$ cat src/design/csc_pkg.sv
// ----------------------------------------------------------------------------
// csc_pkg
// Shared constants, calendar helper functions and the stage record type.
// ----------------------------------------------------------------------------
package csc_pkg;

    localparam logic [7:0]  YearFold    = 8'd136;
    localparam logic [16:0] SecsPerDay  = 17'd86400;
    localparam logic [16:0] SecsPerHour = 17'd3600;
    localparam logic [8:0]  DaysPerYear = 9'd365;

    localparam logic [8:0] MonthStart [12] = '{
        9'd0, 9'd31, 9'd59, 9'd90, 9'd120, 9'd151,
        9'd181, 9'd212, 9'd243, 9'd273, 9'd304, 9'd334
    };

    typedef struct packed {
        logic [15:0] days;
        logic [16:0] rem;
        logic [31:0] total;
    } t_span;

    function automatic logic f_is_leap(input logic [7:0] y);
        return (y[1:0] == 2'b00) && (y != 8'd100);
    endfunction

    // days from the epoch to the first of January of year y
    function automatic logic [15:0] f_year_start(input logic [7:0] y);
        logic [8:0]  q4;
        logic [15:0] base;
        q4   = ({1'b0, y} + 9'd3) >> 2;
        base = 16'(y) * 16'(DaysPerYear);
        return base + 16'(q4) - ((y > 8'd100) ? 16'd1 : 16'd0);
    endfunction

    function automatic logic [8:0] f_month_start(input logic [3:0] idx, input logic leap);
        return MonthStart[idx] + (((idx > 4'd1) && leap) ? 9'd1 : 9'd0);
    endfunction

endpackage

$ cat src/design/csc_date.sv
// ----------------------------------------------------------------------------
// csc_date
// Start date to seconds since the epoch, plus offset: three register stages.
// ----------------------------------------------------------------------------
module csc_date import csc_pkg::*; (
    input  logic        i_clk,
    input  logic        i_rst_n,
    input  logic        i_valid,
    output logic        o_ready,
    input  logic [7:0]  i_start_year,
    input  logic [3:0]  i_start_month,
    input  logic [4:0]  i_start_day,
    input  logic [4:0]  i_start_hour,
    input  logic [5:0]  i_start_minute,
    input  logic [5:0]  i_start_second,
    input  logic [31:0] i_offset_seconds,
    output logic        o_valid,
    input  logic        i_ready,
    output logic [31:0] o_total
);

    logic [2:0] r_v;
    logic [3:0] w_adv;

    logic [7:0]  w_yr;
    logic [3:0]  w_mo;
    logic [4:0]  w_doff;
    logic [15:0] n_days;
    logic [16:0] n_sod;
    logic [31:0] n_dsec;
    logic [31:0] n_total;

    logic [15:0] r_days;
    logic [16:0] r_sod;
    logic [31:0] r_off0;
    logic [31:0] r_dsec;
    logic [31:0] r_off1;
    logic [31:0] r_total;

    always_comb begin
        w_adv[3] = i_ready;
        for (int k = 2; k >= 0; k--) begin
            w_adv[k] = !r_v[k] || w_adv[k+1];
        end
    end

    always_comb begin
        w_yr   = (i_start_year > YearFold) ? i_start_year - YearFold : i_start_year;
        if (i_start_month > 4'd12) begin
            w_mo = 4'd11;
        end else if (i_start_month == 4'd0) begin
            w_mo = 4'd0;
        end else begin
            w_mo = i_start_month - 4'd1;
        end
        w_doff = (i_start_day == 5'd0) ? 5'd0 : i_start_day - 5'd1;
        n_days = f_year_start(w_yr) + 16'(f_month_start(w_mo, f_is_leap(w_yr)))
               + 16'(w_doff);
        n_sod  = 17'(i_start_hour) * SecsPerHour + 17'(i_start_minute) * 17'd60
               + 17'(i_start_second);
        n_dsec  = 32'(r_days) * 32'(SecsPerDay) + 32'(r_sod);
        n_total = r_dsec + r_off1;
    end

    always_ff @(posedge i_clk) begin
        if (!i_rst_n) begin
            r_v <= '0;
        end else begin
            if (w_adv[0]) r_v[0] <= i_valid;
            if (w_adv[1]) r_v[1] <= r_v[0];
            if (w_adv[2]) r_v[2] <= r_v[1];
        end
    end

    always_ff @(posedge i_clk) begin
        if (w_adv[0]) begin
            r_days <= n_days;
            r_sod  <= n_sod;
            r_off0 <= i_offset_seconds;
        end
        if (w_adv[1]) begin
            r_dsec <= n_dsec;
            r_off1 <= r_off0;
        end
        if (w_adv[2]) begin
            r_total <= n_total;
        end
    end

    assign o_ready = w_adv[0];
    assign o_valid = r_v[2];
    assign o_total = r_total;

endmodule

$ cat src/design/csc_split.sv
// ----------------------------------------------------------------------------
// csc_split
// Split the total into whole days and seconds of day by reciprocal multiply.
// ----------------------------------------------------------------------------
module csc_split import csc_pkg::*; (
    input  logic        i_clk,
    input  logic        i_rst_n,
    input  logic        i_valid,
    output logic        o_ready,
    input  logic [31:0] i_total,
    output logic        o_valid,
    input  logic        i_ready,
    output t_span       o_span
);

    localparam logic [25:0] RecipDay = 26'd50903317;

    logic [2:0] r_v;
    logic [3:0] w_adv;

    logic [50:0] w_prod;
    logic [15:0] n_q;
    logic [31:0] n_qm;
    logic [31:0] w_diff;
    t_span       n_span;

    logic [15:0] r_q0;
    logic [31:0] r_tot0;
    logic [15:0] r_q1;
    logic [31:0] r_qm;
    logic [31:0] r_tot1;
    t_span       r_span;

    always_comb begin
        w_adv[3] = i_ready;
        for (int k = 2; k >= 0; k--) begin
            w_adv[k] = !r_v[k] || w_adv[k+1];
        end
    end

    always_comb begin
        w_prod = 51'(i_total[31:7]) * 51'(RecipDay);
        n_q    = w_prod[50:35];
        n_qm   = 32'(r_q0) * 32'(SecsPerDay);
        w_diff = r_tot1 - r_qm;
        n_span.total = r_tot1;
        if (w_diff >= 32'(SecsPerDay)) begin
            n_span.days = r_q1 + 16'd1;
            n_span.rem  = 17'(w_diff - 32'(SecsPerDay));
        end else begin
            n_span.days = r_q1;
            n_span.rem  = 17'(w_diff);
        end
    end

    always_ff @(posedge i_clk) begin
        if (!i_rst_n) begin
            r_v <= '0;
        end else begin
            if (w_adv[0]) r_v[0] <= i_valid;
            if (w_adv[1]) r_v[1] <= r_v[0];
            if (w_adv[2]) r_v[2] <= r_v[1];
        end
    end

    always_ff @(posedge i_clk) begin
        if (w_adv[0]) begin
            r_q0   <= n_q;
            r_tot0 <= i_total;
        end
        if (w_adv[1]) begin
            r_q1   <= r_q0;
            r_qm   <= n_qm;
            r_tot1 <= r_tot0;
        end
        if (w_adv[2]) begin
            r_span <= n_span;
        end
    end

    assign o_ready = w_adv[0];
    assign o_valid = r_v[2];
    assign o_span  = r_span;

endmodule

$ cat src/design/csc_cal.sv
// ----------------------------------------------------------------------------
// csc_cal
// Day count to year, month and day; seconds of day to hour, minute, second.
// ----------------------------------------------------------------------------
module csc_cal import csc_pkg::*; (
    input  logic        i_clk,
    input  logic        i_rst_n,
    input  logic        i_valid,
    output logic        o_ready,
    input  t_span       i_span,
    output logic        o_valid,
    input  logic        i_ready,
    output logic [31:0] o_total_seconds,
    output logic [7:0]  o_year,
    output logic [3:0]  o_month,
    output logic [4:0]  o_day,
    output logic [4:0]  o_hour,
    output logic [5:0]  o_minute,
    output logic [5:0]  o_second
);

    localparam logic [15:0] RecipYear = 16'd45965;
    localparam logic [16:0] RecipHour = 17'd74566;
    localparam logic [12:0] RecipMin  = 13'd4370;

    logic [3:0] r_v;
    logic [4:0] w_adv;

    logic [31:0] w_yprod;
    logic [33:0] w_hprod;
    logic [24:0] w_mprod;
    logic [7:0]  n_y1;
    logic [4:0]  n_hr;
    logic [15:0] n_st;
    logic [15:0] n_stp;
    logic [11:0] n_rem2;
    logic [7:0]  n_y;
    logic [8:0]  n_doy;
    logic [5:0]  n_min;
    logic        w_leap;
    logic [3:0]  w_midx;
    logic [4:0]  n_day;
    logic [5:0]  n_sec;

    logic [7:0]  r_y1_0;
    logic [4:0]  r_hr0;
    logic [15:0] r_days0;
    logic [16:0] r_rem0;
    logic [31:0] r_tot0;

    logic [7:0]  r_y1_1;
    logic [15:0] r_st;
    logic [15:0] r_stp;
    logic [15:0] r_days1;
    logic [11:0] r_rem2_1;
    logic [4:0]  r_hr1;
    logic [31:0] r_tot1;

    logic [7:0]  r_y2;
    logic [8:0]  r_doy2;
    logic [5:0]  r_min2;
    logic [11:0] r_rem2_2;
    logic [4:0]  r_hr2;
    logic [31:0] r_tot2;

    logic [31:0] r_total_seconds;
    logic [7:0]  r_year;
    logic [3:0]  r_month;
    logic [4:0]  r_day;
    logic [4:0]  r_hour;
    logic [5:0]  r_minute;
    logic [5:0]  r_second;

    always_comb begin
        w_adv[4] = i_ready;
        for (int k = 3; k >= 0; k--) begin
            w_adv[k] = !r_v[k] || w_adv[k+1];
        end
    end

    always_comb begin
        w_yprod = 32'(i_span.days) * 32'(RecipYear);
        n_y1    = w_yprod[31:24];
        w_hprod = 34'(i_span.rem) * 34'(RecipHour);
        n_hr    = w_hprod[32:28];

        n_st   = f_year_start(r_y1_0);
        n_stp  = f_year_start(r_y1_0 - 8'd1);
        n_rem2 = 12'(r_rem0 - 17'(r_hr0) * SecsPerHour);

        if (r_days1 < r_st) begin
            n_y   = r_y1_1 - 8'd1;
            n_doy = 9'(r_days1 - r_stp);
        end else begin
            n_y   = r_y1_1;
            n_doy = 9'(r_days1 - r_st);
        end
        w_mprod = 25'(r_rem2_1) * 25'(RecipMin);
        n_min   = w_mprod[23:18];

        w_leap = f_is_leap(r_y2);
        w_midx = 4'd0;
        for (int i = 1; i < 12; i++) begin
            if (r_doy2 >= f_month_start(4'(i), w_leap)) w_midx = 4'(i);
        end
        n_day = 5'(r_doy2 - f_month_start(w_midx, w_leap) + 9'd1);
        n_sec = 6'(r_rem2_2 - 12'(r_min2) * 12'd60);
    end

    always_ff @(posedge i_clk) begin
        if (!i_rst_n) begin
            r_v <= '0;
        end else begin
            if (w_adv[0]) r_v[0] <= i_valid;
            if (w_adv[1]) r_v[1] <= r_v[0];
            if (w_adv[2]) r_v[2] <= r_v[1];
            if (w_adv[3]) r_v[3] <= r_v[2];
        end
    end

    always_ff @(posedge i_clk) begin
        if (w_adv[0]) begin
            r_y1_0  <= n_y1;
            r_hr0   <= n_hr;
            r_days0 <= i_span.days;
            r_rem0  <= i_span.rem;
            r_tot0  <= i_span.total;
        end
        if (w_adv[1]) begin
            r_y1_1   <= r_y1_0;
            r_st     <= n_st;
            r_stp    <= n_stp;
            r_days1  <= r_days0;
            r_rem2_1 <= n_rem2;
            r_hr1    <= r_hr0;
            r_tot1   <= r_tot0;
        end
        if (w_adv[2]) begin
            r_y2     <= n_y;
            r_doy2   <= n_doy;
            r_min2   <= n_min;
            r_rem2_2 <= r_rem2_1;
            r_hr2    <= r_hr1;
            r_tot2   <= r_tot1;
        end
        if (w_adv[3]) begin
            r_total_seconds <= r_tot2;
            r_year          <= r_y2;
            r_month         <= w_midx + 4'd1;
            r_day           <= n_day;
            r_hour          <= r_hr2;
            r_minute        <= r_min2;
            r_second        <= n_sec;
        end
    end

    assign o_ready         = w_adv[0];
    assign o_valid         = r_v[3];
    assign o_total_seconds = r_total_seconds;
    assign o_year          = r_year;
    assign o_month         = r_month;
    assign o_day           = r_day;
    assign o_hour          = r_hour;
    assign o_minute        = r_minute;
    assign o_second        = r_second;

endmodule

$ cat src/design/calendar_seconds_converter.sv
// ----------------------------------------------------------------------------
// Calendar seconds converter: start date plus offset to total and calendar date
// Register stages: date 3, split 3, cal 4. Throughput: one transaction per
// cycle while i_ready stays high; a stage advances when empty or when
// its successor advances. Reset: synchronous i_rst_n clears stage valid bits.
// ----------------------------------------------------------------------------
module calendar_seconds_converter import csc_pkg::*; (
    input  logic        i_clk,
    input  logic        i_rst_n,
    input  logic        i_valid,
    output logic        o_ready,
    input  logic [7:0]  i_start_year,
    input  logic [3:0]  i_start_month,
    input  logic [4:0]  i_start_day,
    input  logic [4:0]  i_start_hour,
    input  logic [5:0]  i_start_minute,
    input  logic [5:0]  i_start_second,
    input  logic [31:0] i_offset_seconds,
    output logic        o_valid,
    input  logic        i_ready,
    output logic [31:0] o_total_seconds,
    output logic [7:0]  o_year,
    output logic [3:0]  o_month,
    output logic [4:0]  o_day,
    output logic [4:0]  o_hour,
    output logic [5:0]  o_minute,
    output logic [5:0]  o_second
);

    logic        w_d_valid;
    logic        w_d_ready;
    logic [31:0] w_d_total;
    logic        w_s_valid;
    logic        w_s_ready;
    t_span       w_s_span;

    csc_date u_date (
        .i_clk            (i_clk),
        .i_rst_n          (i_rst_n),
        .i_valid          (i_valid),
        .o_ready          (o_ready),
        .i_start_year     (i_start_year),
        .i_start_month    (i_start_month),
        .i_start_day      (i_start_day),
        .i_start_hour     (i_start_hour),
        .i_start_minute   (i_start_minute),
        .i_start_second   (i_start_second),
        .i_offset_seconds (i_offset_seconds),
        .o_valid          (w_d_valid),
        .i_ready          (w_d_ready),
        .o_total          (w_d_total)
    );

    csc_split u_split (
        .i_clk   (i_clk),
        .i_rst_n (i_rst_n),
        .i_valid (w_d_valid),
        .o_ready (w_d_ready),
        .i_total (w_d_total),
        .o_valid (w_s_valid),
        .i_ready (w_s_ready),
        .o_span  (w_s_span)
    );

    csc_cal u_cal (
        .i_clk           (i_clk),
        .i_rst_n         (i_rst_n),
        .i_valid         (w_s_valid),
        .o_ready         (w_s_ready),
        .i_span          (w_s_span),
        .o_valid         (o_valid),
        .i_ready         (i_ready),
        .o_total_seconds (o_total_seconds),
        .o_year          (o_year),
        .o_month         (o_month),
        .o_day           (o_day),
        .o_hour          (o_hour),
        .o_minute        (o_minute),
        .o_second        (o_second)
    );

endmodule

$ cat config.mk
export PLATFORM = sky130hd
export DESIGN_NAME = calendar_seconds_converter
export DESIGN_NICKNAME = d
export VERILOG_FILES = /design/src/design/csc_pkg.sv /design/src/design/csc_date.sv /design/src/design/csc_split.sv /design/src/design/csc_cal.sv /design/src/design/calendar_seconds_converter.sv
export SDC_FILE = /design/constraint.sdc
export NUM_CORES = 2
export LEC_CHECK = 0
export BUFFER_PORTS_ARGS = -buffer_cell sky130_fd_sc_hd__buf_2
export CORE_MARGIN = 3
export CORE_UTILIZATION = 37
export DETAILED_ROUTE_END_ITERATION = 16
export GPL_TIMING_DRIVEN = 1
export HOLD_SLACK_MARGIN = 0.1
export PLACE_DENSITY_LB_ADDON = 0.15
export SYNTH_ARGS = -nofsm -noshare
export SYNTH_HDL_FRONTEND = slang
export SYNTH_SLANG_ARGS = --single-unit
$ cat constraint.sdc
create_clock -name i_clk -period 8.9 [get_ports i_clk]
set_input_delay 1.78 -clock i_clk [delete_from_list [all_inputs] [get_ports i_clk]]
set_output_delay 1.78 -clock i_clk [all_outputs]
set_load 0.02 [all_outputs]
* Yosys cells after proc, flatten, opt, wreduce, memory -nomap -nowiden
Memory sizes are Yosys's and may differ from the RTL's. Cells that the tools add are included. W data, S select, Z words.
Word-level totals: memory bits (read-only) 288, flip-flop bits (word level) 660, logic and storage cells 188, bits in latches 0, RAM bits 0, memories 2
Operators by class: shift-type cells 0, div/mod/pow operators 0, multiplexer cells 28, bitwise logic cells 2, add/sub/neg operators 42, order comparisons 22, multipliers 13, eq/ne operators 2, reductions and logical operators 28
Memories:
- (no name shown) | words 16, bits a word 9, read ports 1, clocked after Yosys merged registers in 0, wr ports 0, line csc_pkg.sv:37 | return MonthStart[idx] + (((idx > 4'd1) && leap) ? 9'd1 : 9'd0);
- (no name shown) | words 16, bits a word 9, read ports 1, clocked after Yosys merged registers in 0, wr ports 0, line csc_pkg.sv:37
Operators by type and width (count):
- $ge A9 B9 Y1 | 10
- $mul A25 B26 Y51 const B | 1
- $mul A16 B10 Y25 const B | 2
- $add A8 B9 Y9 const A | 4
- $mux W33 | 1
- $add A16 B7 Y16 | 2
- $add A32 B17 Y32 | 1
- $add A32 B32 Y32 | 1
- $ge A32 B17 Y1 const B | 1
- $mul A16 B16 Y32 const B | 1
- $mul A17 B16 Y32 const B | 1
- $mul A8 B9 Y16 const B | 2
- $sub A16 B16 Y16 | 2
- $sub A32 B32 Y32 | 1
- $add A8 B2 Y9 const B | 3
- $add A9 B9 Y9 const A | 3
- $mux W9 | 3
- $gt A8 B7 Y1 const B | 3
- $mux W4 | 6
- $mul A12 B12 Y23 const B | 1
- $add A7 B9 Y9 const A | 2
- $sub A9 B9 Y9 | 2
- $add A17 B12 Y17 | 1
- $add A17 B6 Y17 | 1
- other kinds (42) | 82

* Logic depth before layout (Yosys ltp)
word-level depth 22, gate-level depth with buffers 32, depth with buffers taken out 32

* Cells and area by module
A second synthesis with hierarchy kept.
Second synthesis, totals: cells, all modules 5051, area total of the unflattened synthesis 58494.9 µm²
By module, submodules not included:
- csc_cal | cells each 1902, instances 1, area each 24195.7 µm²
- csc_split | cells each 1818, instances 1, area each 19776.5 µm²
- csc_date | cells each 1331, instances 1, area each 14522.7 µm²

* Least setup slack after synthesis
OpenSTA, ideal clock, no wires.
kind input to register, start point input port i_start_year[4], end point register u_date.r_days[12] (data pin), path slack 0.687 ns, path buffers 0, data arrival time 7.956 ns, stages 26, cells stage by stage o41ai_1 > inv_1 > ha_1 > a41oi_1 > ha_1 > ha_1 > nand3_1 > xnor2_1 > fa_1 > fa_1 > inv_1 > fa_1 > inv_1 > fa_1 > inv_1 > ha_1 > nor2b_1 > o21ai_0 > a21boi_0 > o21ai_0 > a21boi_0 > o21ai_0 > a21boi_0 > o21ai_0 > nor2b_1 > xnor2_1
On the way: cells in the longest elaborated chain, start to end 9, elaborated cells on any way between the ends 17, classes of those cells add/sub: 7; mul: 1; order compare: 2; eq/ne: 1; mux: 3; reduce/logical: 3
Ends and longest elaborated chain:
- from (decl) | line calendar_seconds_converter.sv:12 | input logic [7:0] i_start_year,
- $sub A8 B8 Y8 or $gt A8 B8 Y1 (tied branches) | line csc_date.sv:48 | w_yr = (i_start_year > YearFold) ? i_start_year - YearFold : i_start_year;
- $mux W8 (*) | line csc_date.sv:48
- branches (longest 5 deep; another with $mul A8 B9 Y16)
- $add A16 B9 Y16 (*) | line csc_date.sv:57 | n_days = f_year_start(w_yr) + 16'(f_month_start(w_mo, f_is_leap(w_yr)))
- $add A16 B5 Y16 (*) | line csc_date.sv:58 | + 16'(w_doff);
- named net u_date.n_days[12] | line csc_date.sv:28 | logic [15:0] n_days;
- to (signal assigned) | line csc_date.sv:77 | r_days <= n_days;
- to (decl) | line csc_date.sv:33 | logic [15:0] r_days;
Mark *: on every way through the listed nets, which the timed path passes. A chain may end at the register's enable or synchronous reset.

* Worst setup path after layout
start point input port i_start_year[0], end point register u_date.r_days[15] (data pin)
Same word-level chain as after synthesis.

==> run summary <==
Die Wd - 398.4 µm
Global-route wire length before repair - 187,900 µm
Initial antenna violation count - 3
IO Count - 138
# nets final - 6,771
Reg clk slew, reported paths - 0.06 ns
Vias - 33,770
Type of origin of the critical path - input port
Critical path arrival - 8.38 ns
Synth Warn # - 0
Slew @ Worst Pin - 1.174 ns
Final WL - 113,300 µm
Number of gates resized after CTS - 0
Layout Skew - 0.04535 ns
Most common cell after layout, fill and taps aside - ha_1
Port bufs - 137
Register Area - 18,970 µm²
Post-synth EDFFs - 625
Routed Antenna Nets - 0
Post-CTS Setup Inserts - 0
Seq/Total Area, Yosys - 33.29%
Crit path kind - in2reg
Initial Utilization - 37.38%
Top FF cell, synth - edfxtp_1
Sink Count - 635
Clk root buf - clkbuf_16
WL per Instance - 15.84 µm
Synthesized flop and latch total - 635
Largest net degree at the start of global routing - 65
CP peak stage delay - 0.54 ns
Hold_buf cts - 0
Top cells by area, synth - edfxtp_1, ha_1, fa_1, inv_1, xnor2_1
Min-Delay Path Class - reg2reg
Fin crit share - 89.54%
Yosys cell types - 84
Initial DRC count - 1,271
Via/cell ratio - 4.721
Cell taking the most area after synthesis - edfxtp_1
Crit end category - flip-flop
Worst-path fanout max - 5
GRT Total Usage - 14.82%
Final number of setup-violating endpoints - 0
CTS buffer count - 77
Synth async-reset ratio - 0%
Post-synthesis cell area - 56,980 µm²
Design area - 63,000 µm²
Most frequent cells in the layout - ha_1, inv_1, edfxtp_1
Area of the multi-input gates - 34,020 µm²
Tmin final - 7.969 ns
H-Tree Level Count - 3
Grt ovf - 0
DP HPWL - 92,850 µm
Core region area - 152,400 µm²
Slew Limit Fails - 0
CP max-delay cell - fa_1
DRC Markers - 0
Final Hold Viols - 0
Layout fillers - 14,660
Vias in the first global route - 35,660
# Max-Cap Violations - 0
Layout cell share with drive strength beyond 1 - 6.694%
CTS tree - built
Bufs on Longest Clock Path - 3
Placed inst area - 60,410 µm²
Synth Net Count - 6,540
Area share of the largest cell type after synthesis - 32.94%
Clock Latency Late Sink - 0.68 ns
Syn Area/Cell - 11.79 µm²
Die Ht - 398.4 µm
Worst slew margin - 21.47%
Final core occ - 41.33%
Fin Setup TNS - 0 ns
Final GP Congestion - 0.8493
Pre-antenna DRT Iters - 5
Cell count after synthesis - 4,832
Num rows - 143
Antenna cells - 0
Die Footprint - 158,700 µm²
Data required, critical path - 9.31 ns
Unrepaired setup endpoints after global routing - false
Layout area overhead - 10.56%
Status - complete, no violations
Top achievable clock speed - 125.5 MHz
==> synth_stat cells, types with 22 or more instances <==
cell type  instances
xnor2_1          209
nor3_1            66
xor2_1            83
edfxtp_1         625
a21o_1            87
and3_1            24
nand3_1           31
inv_1           1035
o21ai_0          113
ha_1            1128
nor2b_1           30
o21bai_1          31
nor2_1           140
nand2b_1          34
a21oi_1          191
o21a_1            36
nand2_1          122
fa_1             510
nand4_1           22
==> path summary, 6_finish.rpt <==
check / from / end / slack, ns / depth (start not counted)
max: i_start_year[0] / u_date.r_days[15]$_DFFE_PP_ / 0.93 / 33
max reg2reg: u_date.o_total[25]$_DFFE_PP_ / u_split.r_q0[9]$_DFFE_PP_ / 1.29 / 20
min reg2reg: u_split.r_tot0[31]$_DFFE_PP_ / u_split.r_tot1[31]$_DFFE_PP_ / 0.40 / 0
min: u_split.r_tot0[31]$_DFFE_PP_ / u_split.r_tot1[31]$_DFFE_PP_ / 0.40 / 0
==> logic make-up after synthesis <==
kind of cell	share of synthesized area [%]
xor gates and xnor gates	4.489
muxes	0.4216
and+or+nand+nor	4.877
buffers and inverters	7.034
DFF	33.29
AOI/OAI and AO/OA	7.198
adders and majority gates	42.69
==> registers in the layout, indices dropped and copies added, names as in the netlist, 9 cells and up <==
register,flops
u_cal.r_days0,16
u_split.r_tot0,32
u_cal.r_tot0,32
u_cal.r_doy2,9
u_date.r_off1,32
u_split.r_q0,16
u_split.r_q1,16
u_split.r_tot1,32
u_cal.r_st,16
u_split.o_span,58
u_cal.r_tot2,32
u_date.r_days,16
u_cal.o_total_seconds,30
u_cal.r_tot1,32
u_date.r_off0,32
u_cal.r_stp,9
u_date.o_total,32
u_cal.r_days1,16
u_date.r_sod,17
u_split.r_qm,24
u_date.r_dsec,32
==> worst max-delay path, delay by kind of cell <==
| kind | cells | cell delay, ns |
|---|---|---|
| XOR/XNOR | 3 | 0.51 |
| adder cells (fa/ha/maj) | 9 | 3.08 |
| AO/OA/AOI/OAI | 10 | 1.91 |
| AND/OR/NAND/NOR | 4 | 0.48 |
| buffers and inverters | 7 | 0.63 |
==> area by class of cell <==
| cell class | count | area share [%] |
|---|---|---|
| multi-input cells | 3136 | 54.01 |
| flip-flops and latches | 635 | 30.11 |
| inverters | 1035 | 6.171 |
| well taps | 2030 | 4.032 |
| clock buffers | 90 | 3.186 |
| repair buffers | 178 | 1.577 |
| clock inverters | 50 | 0.9196 |
==> stage by stage <==
step / hold slack, ns / cells / setup WS (ns)
global placement: 0.4003 / 7014 / 0.2062
detailed placement: 0.4045 / 7014 / 0.2302
CTS: 0.4072 / 7154 / 0.9280
floorplan: 0.4003 / 4832 / 0.6867
finish: 0.4014 / 7154 / 0.9314
global route: 0.4091 / 7154 / 0.2074
==> metal layers <==
layer | global-route usage, % | vias up | wire length (µm)
met5 | 0 | - | 14
met4 | 2.956 | 2 | 1967
met3 | 2.182 | 126 | 3956
met2 | 24.43 | 435 | 52950
met1 | 20.76 | 16360 | 54450
li1 | - | 16850 | -
Power is left out: the tool's default activity adds up to more than one toggle a clock period on the data nets, which glitch-free logic cannot reach.
